**src/design/mfcr_pkg.sv**
```systemverilog
// Shared constants, codes and types of the marker framed command receiver.
package mfcr_pkg;

    localparam int BUFFER_DEPTH = 35;
    localparam int IDX_W        = $clog2(BUFFER_DEPTH + 1);
    localparam logic [IDX_W-1:0] DEPTH_IDX = IDX_W'(BUFFER_DEPTH);

    localparam int CMD_W = 2;
    localparam logic [CMD_W-1:0] CMD_RECEIVE = 2'd0;
    localparam logic [CMD_W-1:0] CMD_READ    = 2'd1;
    localparam logic [CMD_W-1:0] CMD_RELEASE = 2'd2;

    localparam int CFG_IDX_W  = 3;
    localparam int CFG_DATA_W = 8;
    localparam logic [CFG_IDX_W-1:0] CFG_END_MARKER   = 3'd0;
    localparam logic [CFG_IDX_W-1:0] CFG_PAD_BYTE     = 3'd1;
    localparam logic [CFG_IDX_W-1:0] CFG_MIN_PAD_RUN  = 3'd2;
    localparam logic [CFG_IDX_W-1:0] CFG_MIN_FRAME_LEN = 3'd3;

    localparam logic [7:0]       RST_END_MARKER    = 8'h73;
    localparam logic [7:0]       RST_PAD_BYTE      = 8'hFF;
    localparam logic [1:0]       RST_MIN_PAD_RUN   = 2'd2;
    localparam logic [IDX_W-1:0] RST_MIN_FRAME_LEN = 6'd7;

    typedef struct packed {
        logic exec;
        logic rd_start;
        logic rd_step;
    } t_dp_cmd;

    typedef struct packed {
        logic out_free;
        logic frame_pending;
        logic rd_last;
    } t_dp_status;

    typedef struct packed {
        logic             kind;
        logic [7:0]       data_byte;
        logic             frame_ready;
        logic [IDX_W-1:0] frame_length;
        logic             last;
        logic             overflowed;
        logic             dropped;
    } t_result;

endpackage

```
**src/design/mfcr_in_if.sv**
```systemverilog
// Input channel interface carrying commands and received bytes.
interface mfcr_in_if;
    logic                      valid;
    logic                      ready;
    logic [mfcr_pkg::CMD_W-1:0] command;
    logic [7:0]                rx_byte;

    modport source (output valid, output command, output rx_byte, input ready);
    modport sink   (input valid, input command, input rx_byte, output ready);
endinterface

```
**src/design/mfcr_out_if.sv**
```systemverilog
// Output channel interface carrying status results and frame data bytes.
interface mfcr_out_if;
    logic                      valid;
    logic                      ready;
    logic                      kind;
    logic [7:0]                data_byte;
    logic                      frame_ready;
    logic [mfcr_pkg::IDX_W-1:0] frame_length;
    logic                      last;
    logic                      overflowed;
    logic                      dropped;

    modport source (output valid, output kind, output data_byte, output frame_ready,
                    output frame_length, output last, output overflowed,
                    output dropped, input ready);
    modport sink   (input valid, input kind, input data_byte, input frame_ready,
                    input frame_length, input last, input overflowed,
                    input dropped, output ready);
endinterface

```
**src/design/mfcr_ctrl.sv**
```systemverilog
// Controller state machine sequencing command execution and frame read out.
module mfcr_ctrl (
    input  logic                       i_clk,
    input  logic                       i_rst_n,
    input  logic                       i_valid,
    input  logic [mfcr_pkg::CMD_W-1:0] i_command,
    input  mfcr_pkg::t_dp_status       i_status,
    output logic                       o_ready,
    output mfcr_pkg::t_dp_cmd          o_cmd
);

    localparam logic ST_IDLE = 1'b0;
    localparam logic ST_READ = 1'b1;

    logic r_state;
    logic n_state;

    always_comb begin
        n_state = r_state;
        o_cmd   = '0;
        o_ready = 1'b0;
        unique case (r_state)
            ST_IDLE: begin
                o_ready = i_status.out_free;
                if (i_valid && i_status.out_free) begin
                    if (i_command == mfcr_pkg::CMD_READ && i_status.frame_pending) begin
                        o_cmd.rd_start = 1'b1;
                        n_state        = ST_READ;
                    end else begin
                        o_cmd.exec = 1'b1;
                    end
                end
            end
            ST_READ: begin
                if (i_status.out_free) begin
                    o_cmd.rd_step = 1'b1;
                    if (i_status.rd_last) begin
                        n_state = ST_IDLE;
                    end
                end
            end
            default: n_state = ST_IDLE;
        endcase
    end

    always_ff @(posedge i_clk) begin
        if (!i_rst_n) begin
            r_state <= ST_IDLE;
        end else begin
            r_state <= n_state;
        end
    end

endmodule

```
**src/design/mfcr_datapath.sv**
```systemverilog
// Datapath with configuration registers, frame store, fill tracking and output register.
module mfcr_datapath (
    input  logic                            i_clk,
    input  logic                            i_rst_n,
    input  logic [mfcr_pkg::CMD_W-1:0]      i_command,
    input  logic [7:0]                      i_rx_byte,
    input  logic                            i_cfg_we,
    input  logic [mfcr_pkg::CFG_IDX_W-1:0]  i_cfg_index,
    input  logic [mfcr_pkg::CFG_DATA_W-1:0] i_cfg_data,
    input  mfcr_pkg::t_dp_cmd               i_cmd,
    input  logic                            i_out_ready,
    output mfcr_pkg::t_dp_status            o_status,
    output logic                            o_out_valid,
    output mfcr_pkg::t_result               o_result
);

    logic [7:0]                 r_end_marker;
    logic [7:0]                 r_pad_byte;
    logic [1:0]                 r_min_pad;
    logic [mfcr_pkg::IDX_W-1:0] r_min_len;

    logic [7:0]                 r_mem [mfcr_pkg::BUFFER_DEPTH];
    logic [7:0]                 r_rd_data;
    logic [mfcr_pkg::IDX_W-1:0] r_rd_idx;

    logic [mfcr_pkg::IDX_W-1:0] r_fill, n_fill;
    logic [1:0]                 r_pad, n_pad;
    logic [mfcr_pkg::IDX_W-1:0] r_latched, n_latched;

    logic                       r_out_valid;
    mfcr_pkg::t_result          r_out;

    logic [mfcr_pkg::IDX_W-1:0] fill_inc;
    logic [mfcr_pkg::IDX_W-1:0] rd_addr;
    logic                       hit;
    logic                       wr_en;
    logic                       ovf;
    logic                       drop;
    logic                       rd_last;

    assign fill_inc = r_fill + 1'b1;
    assign hit      = (i_rx_byte == r_end_marker) && (r_pad >= r_min_pad) &&
                      (fill_inc >= r_min_len);
    assign rd_last  = (r_rd_idx + 1'b1) == r_latched;

    always_comb begin
        n_fill    = r_fill;
        n_pad     = r_pad;
        n_latched = r_latched;
        wr_en     = 1'b0;
        ovf       = 1'b0;
        drop      = 1'b0;
        if (i_cmd.exec) begin
            unique case (i_command)
                mfcr_pkg::CMD_RECEIVE: begin
                    if (r_latched != '0) begin
                        drop = 1'b1;
                    end else begin
                        wr_en = 1'b1;
                        priority if (hit) begin
                            n_latched = fill_inc;
                            n_fill    = '0;
                            n_pad     = '0;
                        end else if (fill_inc >= mfcr_pkg::DEPTH_IDX) begin
                            n_fill = '0;
                            n_pad  = '0;
                            ovf    = 1'b1;
                        end else if (i_rx_byte == r_pad_byte) begin
                            n_fill = fill_inc;
                            if (r_pad != 2'd3) begin
                                n_pad = r_pad + 2'd1;
                            end
                        end else begin
                            n_fill = fill_inc;
                            n_pad  = '0;
                        end
                    end
                end
                mfcr_pkg::CMD_RELEASE: n_latched = '0;
                default: ;
            endcase
        end
    end

    // The read address runs one entry ahead of the output so bytes stream each cycle unless the output stalls.
    always_comb begin
        priority if (i_cmd.rd_start) begin
            rd_addr = '0;
        end else if (i_cmd.rd_step && !rd_last) begin
            rd_addr = r_rd_idx + 1'b1;
        end else begin
            rd_addr = r_rd_idx;
        end
    end

    always_ff @(posedge i_clk) begin
        if (wr_en) begin
            r_mem[r_fill] <= i_rx_byte;
        end
        r_rd_data <= r_mem[rd_addr];
    end

    always_ff @(posedge i_clk) begin
        if (i_cmd.rd_start) begin
            r_rd_idx <= '0;
        end else if (i_cmd.rd_step) begin
            r_rd_idx <= r_rd_idx + 1'b1;
        end
    end

    always_ff @(posedge i_clk) begin
        if (i_cmd.exec) begin
            r_out.kind         <= 1'b0;
            r_out.data_byte    <= '0;
            r_out.frame_ready  <= n_latched != '0;
            r_out.frame_length <= n_latched;
            r_out.last         <= 1'b1;
            r_out.overflowed   <= ovf;
            r_out.dropped      <= drop;
        end else if (i_cmd.rd_step) begin
            r_out.kind         <= 1'b1;
            r_out.data_byte    <= r_rd_data;
            r_out.frame_ready  <= 1'b1;
            r_out.frame_length <= r_latched;
            r_out.last         <= rd_last;
            r_out.overflowed   <= 1'b0;
            r_out.dropped      <= 1'b0;
        end
    end

    always_ff @(posedge i_clk) begin
        if (!i_rst_n) begin
            r_fill       <= '0;
            r_pad        <= '0;
            r_latched    <= '0;
            r_out_valid  <= 1'b0;
            r_end_marker <= mfcr_pkg::RST_END_MARKER;
            r_pad_byte   <= mfcr_pkg::RST_PAD_BYTE;
            r_min_pad    <= mfcr_pkg::RST_MIN_PAD_RUN;
            r_min_len    <= mfcr_pkg::RST_MIN_FRAME_LEN;
        end else begin
            r_fill    <= n_fill;
            r_pad     <= n_pad;
            r_latched <= n_latched;
            if (i_cmd.exec || i_cmd.rd_step) begin
                r_out_valid <= 1'b1;
            end else if (i_out_ready) begin
                r_out_valid <= 1'b0;
            end
            if (i_cfg_we) begin
                unique case (i_cfg_index)
                    mfcr_pkg::CFG_END_MARKER:    r_end_marker <= i_cfg_data;
                    mfcr_pkg::CFG_PAD_BYTE:      r_pad_byte   <= i_cfg_data;
                    mfcr_pkg::CFG_MIN_PAD_RUN:   r_min_pad    <= i_cfg_data[1:0];
                    mfcr_pkg::CFG_MIN_FRAME_LEN: r_min_len    <= i_cfg_data[mfcr_pkg::IDX_W-1:0];
                    default: ;
                endcase
            end
        end
    end

    assign o_status.out_free      = !r_out_valid || i_out_ready;
    assign o_status.frame_pending = r_latched != '0;
    assign o_status.rd_last       = rd_last;
    assign o_out_valid            = r_out_valid;
    assign o_result               = r_out;

endmodule

```
**src/design/marker_framed_command_receiver.sv**
```systemverilog
// Top level of the marker framed command receiver.
//
//   channel   direction  transfer carries
//   i_in      in         command, rx_byte
//   o_out     out        kind, data_byte, frame_ready, frame_length, last,
//                        overflowed, dropped
//   i_cfg_*   in         register index and write data, no handshake
//
// Receive, release and status commands each give one result.
// A read of a latched frame first primes the registered frame store read port,
// then gives one result per stored byte, and no command is taken meanwhile.
// A stalled output holds its result and blocks further transfers at the input.
// Reset clears the fill index, pad run, latched length and output valid and
// loads the configuration defaults; the frame store is not cleared.
module marker_framed_command_receiver (
    input  logic                            i_clk,
    input  logic                            i_rst_n,
    mfcr_in_if.sink                         i_in,
    mfcr_out_if.source                      o_out,
    input  logic                            i_cfg_we,
    input  logic [mfcr_pkg::CFG_IDX_W-1:0]  i_cfg_index,
    input  logic [mfcr_pkg::CFG_DATA_W-1:0] i_cfg_data
);

    mfcr_pkg::t_dp_cmd    dp_cmd;
    mfcr_pkg::t_dp_status dp_status;
    mfcr_pkg::t_result    result;
    logic                 in_ready;
    logic                 out_valid;

    mfcr_ctrl u_ctrl (
        .i_clk     (i_clk),
        .i_rst_n   (i_rst_n),
        .i_valid   (i_in.valid),
        .i_command (i_in.command),
        .i_status  (dp_status),
        .o_ready   (in_ready),
        .o_cmd     (dp_cmd)
    );

    mfcr_datapath u_datapath (
        .i_clk       (i_clk),
        .i_rst_n     (i_rst_n),
        .i_command   (i_in.command),
        .i_rx_byte   (i_in.rx_byte),
        .i_cfg_we    (i_cfg_we),
        .i_cfg_index (i_cfg_index),
        .i_cfg_data  (i_cfg_data),
        .i_cmd       (dp_cmd),
        .i_out_ready (o_out.ready),
        .o_status    (dp_status),
        .o_out_valid (out_valid),
        .o_result    (result)
    );

    assign i_in.ready         = in_ready;
    assign o_out.valid        = out_valid;
    assign o_out.kind         = result.kind;
    assign o_out.data_byte    = result.data_byte;
    assign o_out.frame_ready  = result.frame_ready;
    assign o_out.frame_length = result.frame_length;
    assign o_out.last         = result.last;
    assign o_out.overflowed   = result.overflowed;
    assign o_out.dropped      = result.dropped;

`ifndef SYNTHESIS
    a_ready_flag_matches_length: assert property (@(posedge i_clk) disable iff (!i_rst_n)
        o_out.valid |-> (o_out.frame_ready == (o_out.frame_length != '0)))
        else $error("frame_ready disagrees with frame_length");

    a_data_only_with_frame: assert property (@(posedge i_clk) disable iff (!i_rst_n)
        (o_out.valid && o_out.kind) |-> (o_out.frame_ready && !o_out.overflowed &&
                                         !o_out.dropped))
        else $error("data result without a latched frame or with status flags");

    a_read_blocks_input: assert property (@(posedge i_clk) disable iff (!i_rst_n)
        (i_in.valid && i_in.ready && i_in.command == mfcr_pkg::CMD_READ &&
         dp_status.frame_pending) |=> !i_in.ready)
        else $error("input taken while a frame read out is running");

    a_single_action: assert property (@(posedge i_clk) disable iff (!i_rst_n)
        $onehot0({dp_cmd.exec, dp_cmd.rd_start, dp_cmd.rd_step}))
        else $error("controller issued more than one datapath action");
`endif

endmodule

```
**src/flat_wrapper.sv**
```systemverilog
// flat-port wrapper written by rule: the top's interface ports become plain ports
module marker_framed_command_receiver_flat 
  (i_clk, i_rst_n, i_cfg_we, i_cfg_index, i_cfg_data, i_in_valid, i_in_command, i_in_rx_byte, i_in_ready, o_out_valid, o_out_kind, o_out_data_byte, o_out_frame_ready, o_out_frame_length, o_out_last, o_out_overflowed, o_out_dropped, o_out_ready);
  mfcr_in_if i_in_i ();
  mfcr_out_if o_out_i ();
  input  logic i_clk;
  input  logic i_rst_n;
  input  logic i_cfg_we;
  input  logic [mfcr_pkg::CFG_IDX_W-1:0] i_cfg_index;
  input  logic [mfcr_pkg::CFG_DATA_W-1:0] i_cfg_data;
  input wire logic [$bits(i_in_i.valid)-1:0] i_in_valid;
  input wire logic [$bits(i_in_i.command)-1:0] i_in_command;
  input wire logic [$bits(i_in_i.rx_byte)-1:0] i_in_rx_byte;
  output wire logic [$bits(i_in_i.ready)-1:0] i_in_ready;
  output wire logic [$bits(o_out_i.valid)-1:0] o_out_valid;
  output wire logic [$bits(o_out_i.kind)-1:0] o_out_kind;
  output wire logic [$bits(o_out_i.data_byte)-1:0] o_out_data_byte;
  output wire logic [$bits(o_out_i.frame_ready)-1:0] o_out_frame_ready;
  output wire logic [$bits(o_out_i.frame_length)-1:0] o_out_frame_length;
  output wire logic [$bits(o_out_i.last)-1:0] o_out_last;
  output wire logic [$bits(o_out_i.overflowed)-1:0] o_out_overflowed;
  output wire logic [$bits(o_out_i.dropped)-1:0] o_out_dropped;
  input wire logic [$bits(o_out_i.ready)-1:0] o_out_ready;
  assign i_in_i.valid = i_in_valid;
  assign i_in_i.command = i_in_command;
  assign i_in_i.rx_byte = i_in_rx_byte;
  assign i_in_ready = i_in_i.ready;
  assign o_out_valid = o_out_i.valid;
  assign o_out_kind = o_out_i.kind;
  assign o_out_data_byte = o_out_i.data_byte;
  assign o_out_frame_ready = o_out_i.frame_ready;
  assign o_out_frame_length = o_out_i.frame_length;
  assign o_out_last = o_out_i.last;
  assign o_out_overflowed = o_out_i.overflowed;
  assign o_out_dropped = o_out_i.dropped;
  assign o_out_i.ready = o_out_ready;
  marker_framed_command_receiver u_core (.i_clk(i_clk), .i_rst_n(i_rst_n), .i_in(i_in_i), .o_out(o_out_i), .i_cfg_we(i_cfg_we), .i_cfg_index(i_cfg_index), .i_cfg_data(i_cfg_data));
endmodule
```
**config.mk**
```make
export PLATFORM = sky130hd
export DESIGN_NAME = marker_framed_command_receiver_flat
export DESIGN_NICKNAME = d
export VERILOG_FILES = /design/src/design/mfcr_pkg.sv /design/src/design/mfcr_in_if.sv /design/src/design/mfcr_out_if.sv /design/src/design/mfcr_ctrl.sv /design/src/design/mfcr_datapath.sv /design/src/design/marker_framed_command_receiver.sv /design/src/flat_wrapper.sv
export SDC_FILE = /design/constraint.sdc
export NUM_CORES = 1
export LEC_CHECK = 0
export ABC_AREA = 1
export BUFFER_PORTS_ARGS = -buffer_cell sky130_fd_sc_hd__buf_2
export CORE_MARGIN = 4
export CORE_UTILIZATION = 36
export DETAILED_ROUTE_END_ITERATION = 8
export MAX_ROUTING_LAYER = met4
export PLACE_DENSITY = 0.57
export SLEW_MARGIN = 40
export SYNTH_ARGS = -nofsm -noshare
export SYNTH_HDL_FRONTEND = slang
export SYNTH_SLANG_ARGS = --single-unit
```
**constraint.sdc**
```tcl
create_clock -name i_clk -period 4 [get_ports i_clk]
set_clock_uncertainty 0.15 [all_clocks]
set_input_delay 0.4 -clock i_clk [delete_from_list [all_inputs] [get_ports i_clk]]
set_output_delay 0.4 -clock i_clk [all_outputs]
set_load 0.01 [all_outputs]
```
* Word-level counts from Yosys, hierarchy flattened
Memory sizes are Yosys's and may differ from the RTL's. A register that Yosys moved wholly into a read port is not among the register bits.
Cells that the tools add are included.
** Word-level totals
- Register bits :: 65
- Bits in writable memories :: 280
- Logic and storage cells :: 95
- Memories kept :: 1
** Memory list
- u_core.u_datapath.r_mem :: depth 35, width 8, read ports 1, clocked after memory_dff 1, wr ports 1, line mfcr_datapath.sv:22 : logic [7:0] r_mem [mfcr_pkg::BUFFER_DEPTH];
** Cells by class
- Add/sub/neg operators :: 3
- Magnitude comparators :: 3
- Eq/ne operators :: 10
- Mux-type cells :: 38
- Bitwise gates (word level) :: 2
- Reductions and logical operators :: 21
** Operator list (number)
- 2-to-1 mux 6 bit :: 7
- 2-to-1 mux 1 bit :: 21
- 2-to-1 mux 10 bit :: 2
- equality test 8 bit :: 2
- adder 6 x 1 -> 6 bit (second input constant) :: 2
- 2-to-1 mux 2 bit :: 6
- case mux 6 bit (2 select lines) :: 1
- nonzero test 6 bit :: 2
- AND reduction 2 bit :: 4
- equality test 3 x 2 -> 1 bit (second input constant) :: 2
- equality test 6 bit :: 1
- >= comparator 6 bit :: 1
- >= comparator 6 bit (second input constant) :: 1
- logical AND 1 bit :: 5
- inequality test 4 x 3 -> 1 bit (second input constant) :: 1
- AND reduction 4 bit :: 1
- nonzero test 2 bit :: 2
- equality test 3 x 1 -> 1 bit (second input constant) :: 1
- zero test 3 bit :: 1
- AND reduction 3 bit :: 1
- adder 2 x 1 -> 2 bit (second input constant) :: 1
- equality test 2 x 1 -> 1 bit (second input constant) :: 1
- equality test 2 bit (second input constant) :: 1
- >= comparator 2 bit :: 1
- other kinds (6) :: 9

* Logic depth before layout (Yosys ltp)
- Depth in word-level cells :: 9
- Gate-level depth with buffers :: 22
- Mapped depth without buffers :: 20

* Hierarchy
Synthesis repeated with hierarchy kept, for this count alone.
** Second synthesis, totals
- Cells, all modules :: 1578
- Area total of the unflattened synthesis :: 15831.4 µm²
** Modules (own cells, without submodules)
- mfcr_datapath :: times used 1, cells each 1563, area an instance 15735.1 µm², sequential area each 9939.5 µm²
- mfcr_ctrl :: times used 1, cells each 15, area an instance 96.3 µm², sequential area each 20.0 µm²

* Least setup slack after synthesis
No wires, ideal clock.
- Path kind :: reg2reg
- Start point :: reg u_core.u_datapath.r_fill[2] (netlist name)
- End point :: reg u_core.u_datapath.o_result[9] (netlist name)
- Setup time :: 0.272 ns
- Arrival time :: 2.478 ns
- Required time :: 3.578 ns
- Slack :: 1.100 ns
- Cell stages (with the launch flop) :: 21
- Clock period less this slack :: 2.900 ns
- Cell sequence :: dfxtp_1 > clkbuf_1 > nand2_1 > nor2_1 > inv_1 > nor2_1 > inv_1 > o21ai_0 > o21ai_1 > ha_1 > nand2_1 > inv_1 > nand4_1 > o2111ai_1 > nand2_1 > nor2_1 > nand3_1 > nand3_1 > nand3_1 > nor2_1 > a41oi_1
** On the way
- Cells in the longest elaborated chain, start to end :: 9
** Ends and longest elaborated chain
- start: declaration :: line mfcr_datapath.sv:26 : logic [mfcr_pkg::IDX_W-1:0] r_fill, n_fill;
- start signal: assignment :: line mfcr_datapath.sv:142 : r_fill <= n_fill;
- adder 6 x 1 -> 6 bit * :: line mfcr_datapath.sv:41 : assign fill_inc = r_fill + 1'b1;
- >= comparator 6 bit :: line mfcr_datapath.sv:43 : (fill_inc >= r_min_len);
- logical AND 1 bit :: line mfcr_datapath.sv:42 : assign hit = (i_rx_byte == r_end_marker) && (r_pad >= r_min_pad) &&
- 2-to-1 mux 6 bit * :: line mfcr_datapath.sv:60 : priority if (hit) begin
- 2-to-1 mux 6 bit * :: line mfcr_datapath.sv:56 : if (r_latched != '0) begin
- case mux 6 bit (2 select lines) * :: line mfcr_datapath.sv:54 : unique case (i_command)
- 2-to-1 mux 6 bit * :: line mfcr_datapath.sv:53 : if (i_cmd.exec) begin
- nonzero test 6 bit * :: line mfcr_datapath.sv:115 : r_out.frame_ready <= n_latched != '0;
- 2-to-1 mux 10 bit * :: line mfcr_datapath.sv:112 : if (i_cmd.exec) begin
Every way passes the cells marked *; elsewhere a longest branch is shown, timed or not.
A chain may end at the register's enable or synchronous reset.

* Worst setup path after layout
- Start point :: reg u_core.u_datapath.r_latched[4] (netlist name)
- End point :: reg u_core.u_datapath.r_rd_data[5] (read register of u_core.u_datapath.r_mem)
** On the way
- Cells in the longest elaborated chain, start to end :: 6
** Ends and longest elaborated chain
- start: declaration :: line mfcr_datapath.sv:28 : logic [mfcr_pkg::IDX_W-1:0] r_latched, n_latched;
- start signal: assignment :: line mfcr_datapath.sv:144 : r_latched <= n_latched;
- nonzero test 6 bit :: line mfcr_datapath.sv:163 : assign o_status.frame_pending = r_latched != '0;
- logical AND 1 bit :: line mfcr_ctrl.sv:26 : if (i_command == mfcr_pkg::CMD_READ && i_status.frame_pending) begin
- 2-to-1 mux 1 bit :: line mfcr_ctrl.sv:26
- 2-to-1 mux 2 bit :: line mfcr_ctrl.sv:25 : if (i_valid && i_status.out_free) begin
- 2-to-1 mux 2 bit :: line mfcr_ctrl.sv:22 : unique case (r_state)
- 2-to-1 mux 6 bit * :: line mfcr_datapath.sv:87 : priority if (i_cmd.rd_start) begin
- end: declaration :: line mfcr_datapath.sv:23 : logic [7:0] r_rd_data;
Marks and branches as above.

==> results.py <==
metrics = {
    "outcome": {
        "status": "complete, no violations",
    },
    "power_and_ir_drop": {
        "p_leak_nw": 7.54,
        "p_clk_share_pct": 40.8,
        "comb_power_share_pct": 12.1,
        "p_switching_mw": 2.22,
        "sw_frac_of_total_pct": 25.6,
        "powerDensity_nw_per_um2": 476,
        "peakVddDrop_uv": 306,
        "seqPwrFrac_pct": 47.1,
        "p_total_mw": 8.67,
        "internal_power_mw": 6.45,
    },
    "critical_path": {
        "critical_path_required_ns": 4.25,
        "ff2ff_path_depth": 16,
        "setup.worst_path.end_class": "flop",
        "cp-start-kind": "flop",
        "r2r-end": "u_core.u_datapath.r_rd_data[5]",
        "reg2reg_slack_ns": 0.33,
        "rr_startpoint": "u_core.u_datapath.r_latched[4]",
        "cp_max_fo": 57,
        "critical_path_arrival_ns": 3.93,
        "path_class": "flop to flop",
    },
    "route": {
        "dr_total_vias": 11600,
        "drtAntennaViolNets": 0,
        "first_pass_iters": 5,
        "post-route-drc-count": 0,
        "wl_per_cell_um": 18.6,
        "drt_iter0_drc": 1000,
        "wl_um": 43000,
        "via_per_inst": 5.03,
    },
    "floorplanning": {
        "ios": 47,
        "dieArea_um2": 47500,
        "initial_core_util_pct": 36.6,
        "core_area_um2": 43400,
        "die_h_um": 218,
        "floorplan.rows": 76,
        "die_x_um": 218,
    },
    "synthesis": {
        "synth_area_per_cell_um2": 9.72,
        "netlist_area_um2": 15900,
        "ys.flop_type": "edfxtp_1",
        "async_reset_ff_share_pct": 0,
        "synth.ff_latch_count": 353,
        "synth_cells": 1634,
        "synth_fp_nets": 1672,
        "ys_types": 37,
        "yosys.area.top_type": "edfxtp_1",
        "yosysTopAreaCellShare_pct": 54.6,
        "synth_area_leaders": "edfxtp_1 (55%), nand2_1 (9.1%), nand3_1 (8.2%)",
        "yosysSeqAreaShare_pct": 62.7,
        "ys_warn_count": 0,
        "synth_enable_flop_cells": 289,
    },
    "clock_network": {
        "clkTransAtPathRegs_ns": 0.06,
        "clkSinkCount": 353,
        "cts_root_buf": "clkbuf_16",
        "htree_levels": 2,
        "worstSkewPairLatency_ns": 0.53,
        "clockBufferDepth": 3,
        "cts_inserted_buffers": 39,
        "cts_tree": "done",
    },
    "grt": {
        "grt_antenna_before_repair": 0,
        "grt_pass1_vias": 11200,
        "gr-usage-all-layers_pct": 18.4,
        "grt-ovfl-total": 0,
        "grt_max_degree": 81,
        "grt_pass1_wl_um": 66300,
    },
    "hold_path": {
        "hold-path-endpoint": "u_core.u_datapath.r_min_pad[0]",
        "hold_path_depth": 4,
        "min_path_type": "input port to flop",
        "min_from": "i_cfg_index[1]",
    },
    "timing": {
        "finalCritPeriodShare_pct": 91.8,
        "tightest_slew_ns": 0.881,
        "slew_violations": 0,
        "rsz0062_at_grt": "no",
        "setup_viol": 0,
        "hold_violations": 0,
        "min_period_ns": 3.67,
        "maxClockFrequency_ghz": 0.272,
        "max_slew_margin_pct": 41.0,
        "tns_ns": 0,
    },
    "cells_and_area": {
        "area_delta_synth_final_pct": 14.7,
        "drive_above_1_share_pct": 9.55,
        "num-fill-cells": 4275,
        "num_antenna_cells": 0,
        "final_cell_mix": "nand2_1 (383), edfxtp_1 (289), nand3_1 (258), inv_1 (220), nor2_1 (119)",
        "multi_input_area_um2": 4730,
        "final_net_count": 1738,
        "final_common_cell": "nand2_1",
        "register_area_um2": 9960,
    },
    "placed_design": {
        "gp_congestion": 0.893,
        "io_buffer_count": 46,
        "hpwl_um": 27200,
    },
    "run": {
        "maxCapViolCount": 0,
    },
}
==> layer usage <==
metal,global-route usage [%],wire length (um),vias up
met3,2.63,2210,73
met5,-,0,-
met2,29.7,20800,330
li1,-,-,5618
met4,5.94,1310,0
met1,24.3,18700,5604
==> state kept, by name (all words and copies together) (netlist names) <==
signal and cells:
u_core.u_datapath.r_rd_data 8, u_core.u_datapath.r_rd_idx 6, u_core.u_datapath.o_out_valid 1, u_core.u_datapath.r_pad 2, u_core.u_datapath.r_min_pad 2, u_core.u_datapath.r_latched 6, u_core.u_datapath.r_mem 280, u_core.u_datapath.r_end_marker 8
u_core.u_datapath.r_min_len 6, u_core.u_datapath.o_result 19, u_core.u_datapath.r_pad_byte 8, u_core.u_ctrl.r_state 1, u_core.u_datapath.r_fill 6
==> critical path, stage by stage (launching register included) <==
cell     delay (ns)
dfxtp_1        0.35
inv_1          0.11
nand4_1        0.22
nand3_1        0.15
nor2_2         0.41
inv_2          0.38
nand3_4        0.19
buf_4          0.55
inv_2          0.30
nand2_1        0.12
nand2_1        0.06
nand2_1        0.06
nand3_1        0.11
nand3_1        0.11
nand3_1        0.10
nand3_1        0.11
nand2_1        0.05
==> cell families (layout without fill, tap and decap cells) <==
| family | count (synthesis) | after routing | synth area share [%] |
|---|---|---|---|
| flip-flops | 353 | 353 | 62.7 |
| adder cells (fa/ha/maj) | 12 | 12 | 0.945 |
| buffers and inverters | 301 | 394 | 7.71 |
| AND/OR/NAND/NOR | 882 | 882 | 25.2 |
| AO/OA/AOI/OAI | 68 | 68 | 2.47 |
| XOR/XNOR | 18 | 18 | 0.993 |
==> how the worst max path moves through the flow <==
| stage | startpoint | to | cells after the start |
|---|---|---|---|
| finish | u_core.u_datapath.r_latched[4] | u_core.u_datapath.r_rd_data[5] | 16 |
| global route | u_core.u_datapath.r_latched[4] | u_core.u_datapath.r_rd_data[5] | 16 |
| floorplan | u_core.u_datapath.r_fill[2] | u_core.u_datapath.o_result[9] | 20 |
| detailed placement | o_out_ready | u_core.u_datapath.r_rd_data[5] | 17 |
| CTS | u_core.u_datapath.r_latched[4] | u_core.u_datapath.r_rd_data[5] | 16 |
| global placement | o_out_ready | u_core.u_datapath.r_rd_data[1] | 17 |
==> metrics by stage <==
stage | setup slack [ns] | cell area, um^2 | cells | util, % | hold slack [ns]
3_5_place_dp | 0.277 | 16900 | 2236 | 38.9 | 0.307
2_1_floorplan | 1.10 | 15900 | 1634 | - | 0.283
4_1_cts | 0.341 | 18200 | 2312 | 42.0 | 0.0541
3_3_place_gp | 0.327 | 16900 | 2236 | 38.9 | 0.299
6_report | 0.328 | 18200 | 2312 | 42.0 | 0.0842
5_1_grt | 0.00432 | 18200 | 2312 | 42.0 | 0.130
==> power by group through the flow <==
stage / clock network (mW) / logic [mW] / registers [mW]
finish: 3.53 / 1.05 / 4.09
global route: 3.77 / 1.16 / 4.09
CTS: 3.61 / 1.05 / 4.09
detailed placement: 0 / 1.04 / 4.17
global placement: 0 / 1.03 / 4.17
floorplan: 0 / 0.681 / 4.14
==> layout make-up <==
| cell class | count | share of cell area [%] |
|---|---|---|
| Sequential cell | 353 | 54.7 |
| Tap cell | 585 | 4.02 |
| Clock inverter | 18 | 1.01 |
| Timing Repair Buffer | 99 | 3.83 |
| Inverter | 227 | 4.68 |
| Clock buffer | 50 | 5.82 |
| Multi-Input combinational cell | 980 | 26.0 |
==> synthesized netlist by cell type (2+ instances only) <==
cell type    n
nand2_1    383
edfxtp_1   289
nand3_1    259
inv_1      220
nor2_1     124
dfxtp_1     64
nand4_1     63
nand3b_1    33
buf_2       31
clkbuf_1    29
a21oi_1     22
o21ai_0     21
buf_4       13
ha_1        12
o211ai_1    10
xor2_1      10
xnor2_1      8
o22ai_1      6
inv_2        5
nor3_1       5
nand3_2      4
nor2_2       3
a211oi_1     2
a31oi_1      2
clkinv_1     2
nand2_4      2
nor4_1       2
==> what timing repair did <==
action                    in CTS  in global routing
resized for setup              0                  0
buffers inserted               0                  0
hold endpoints to repair      21                  0
hold buffers                   8                  0
(Power assumes the default switching activity.)
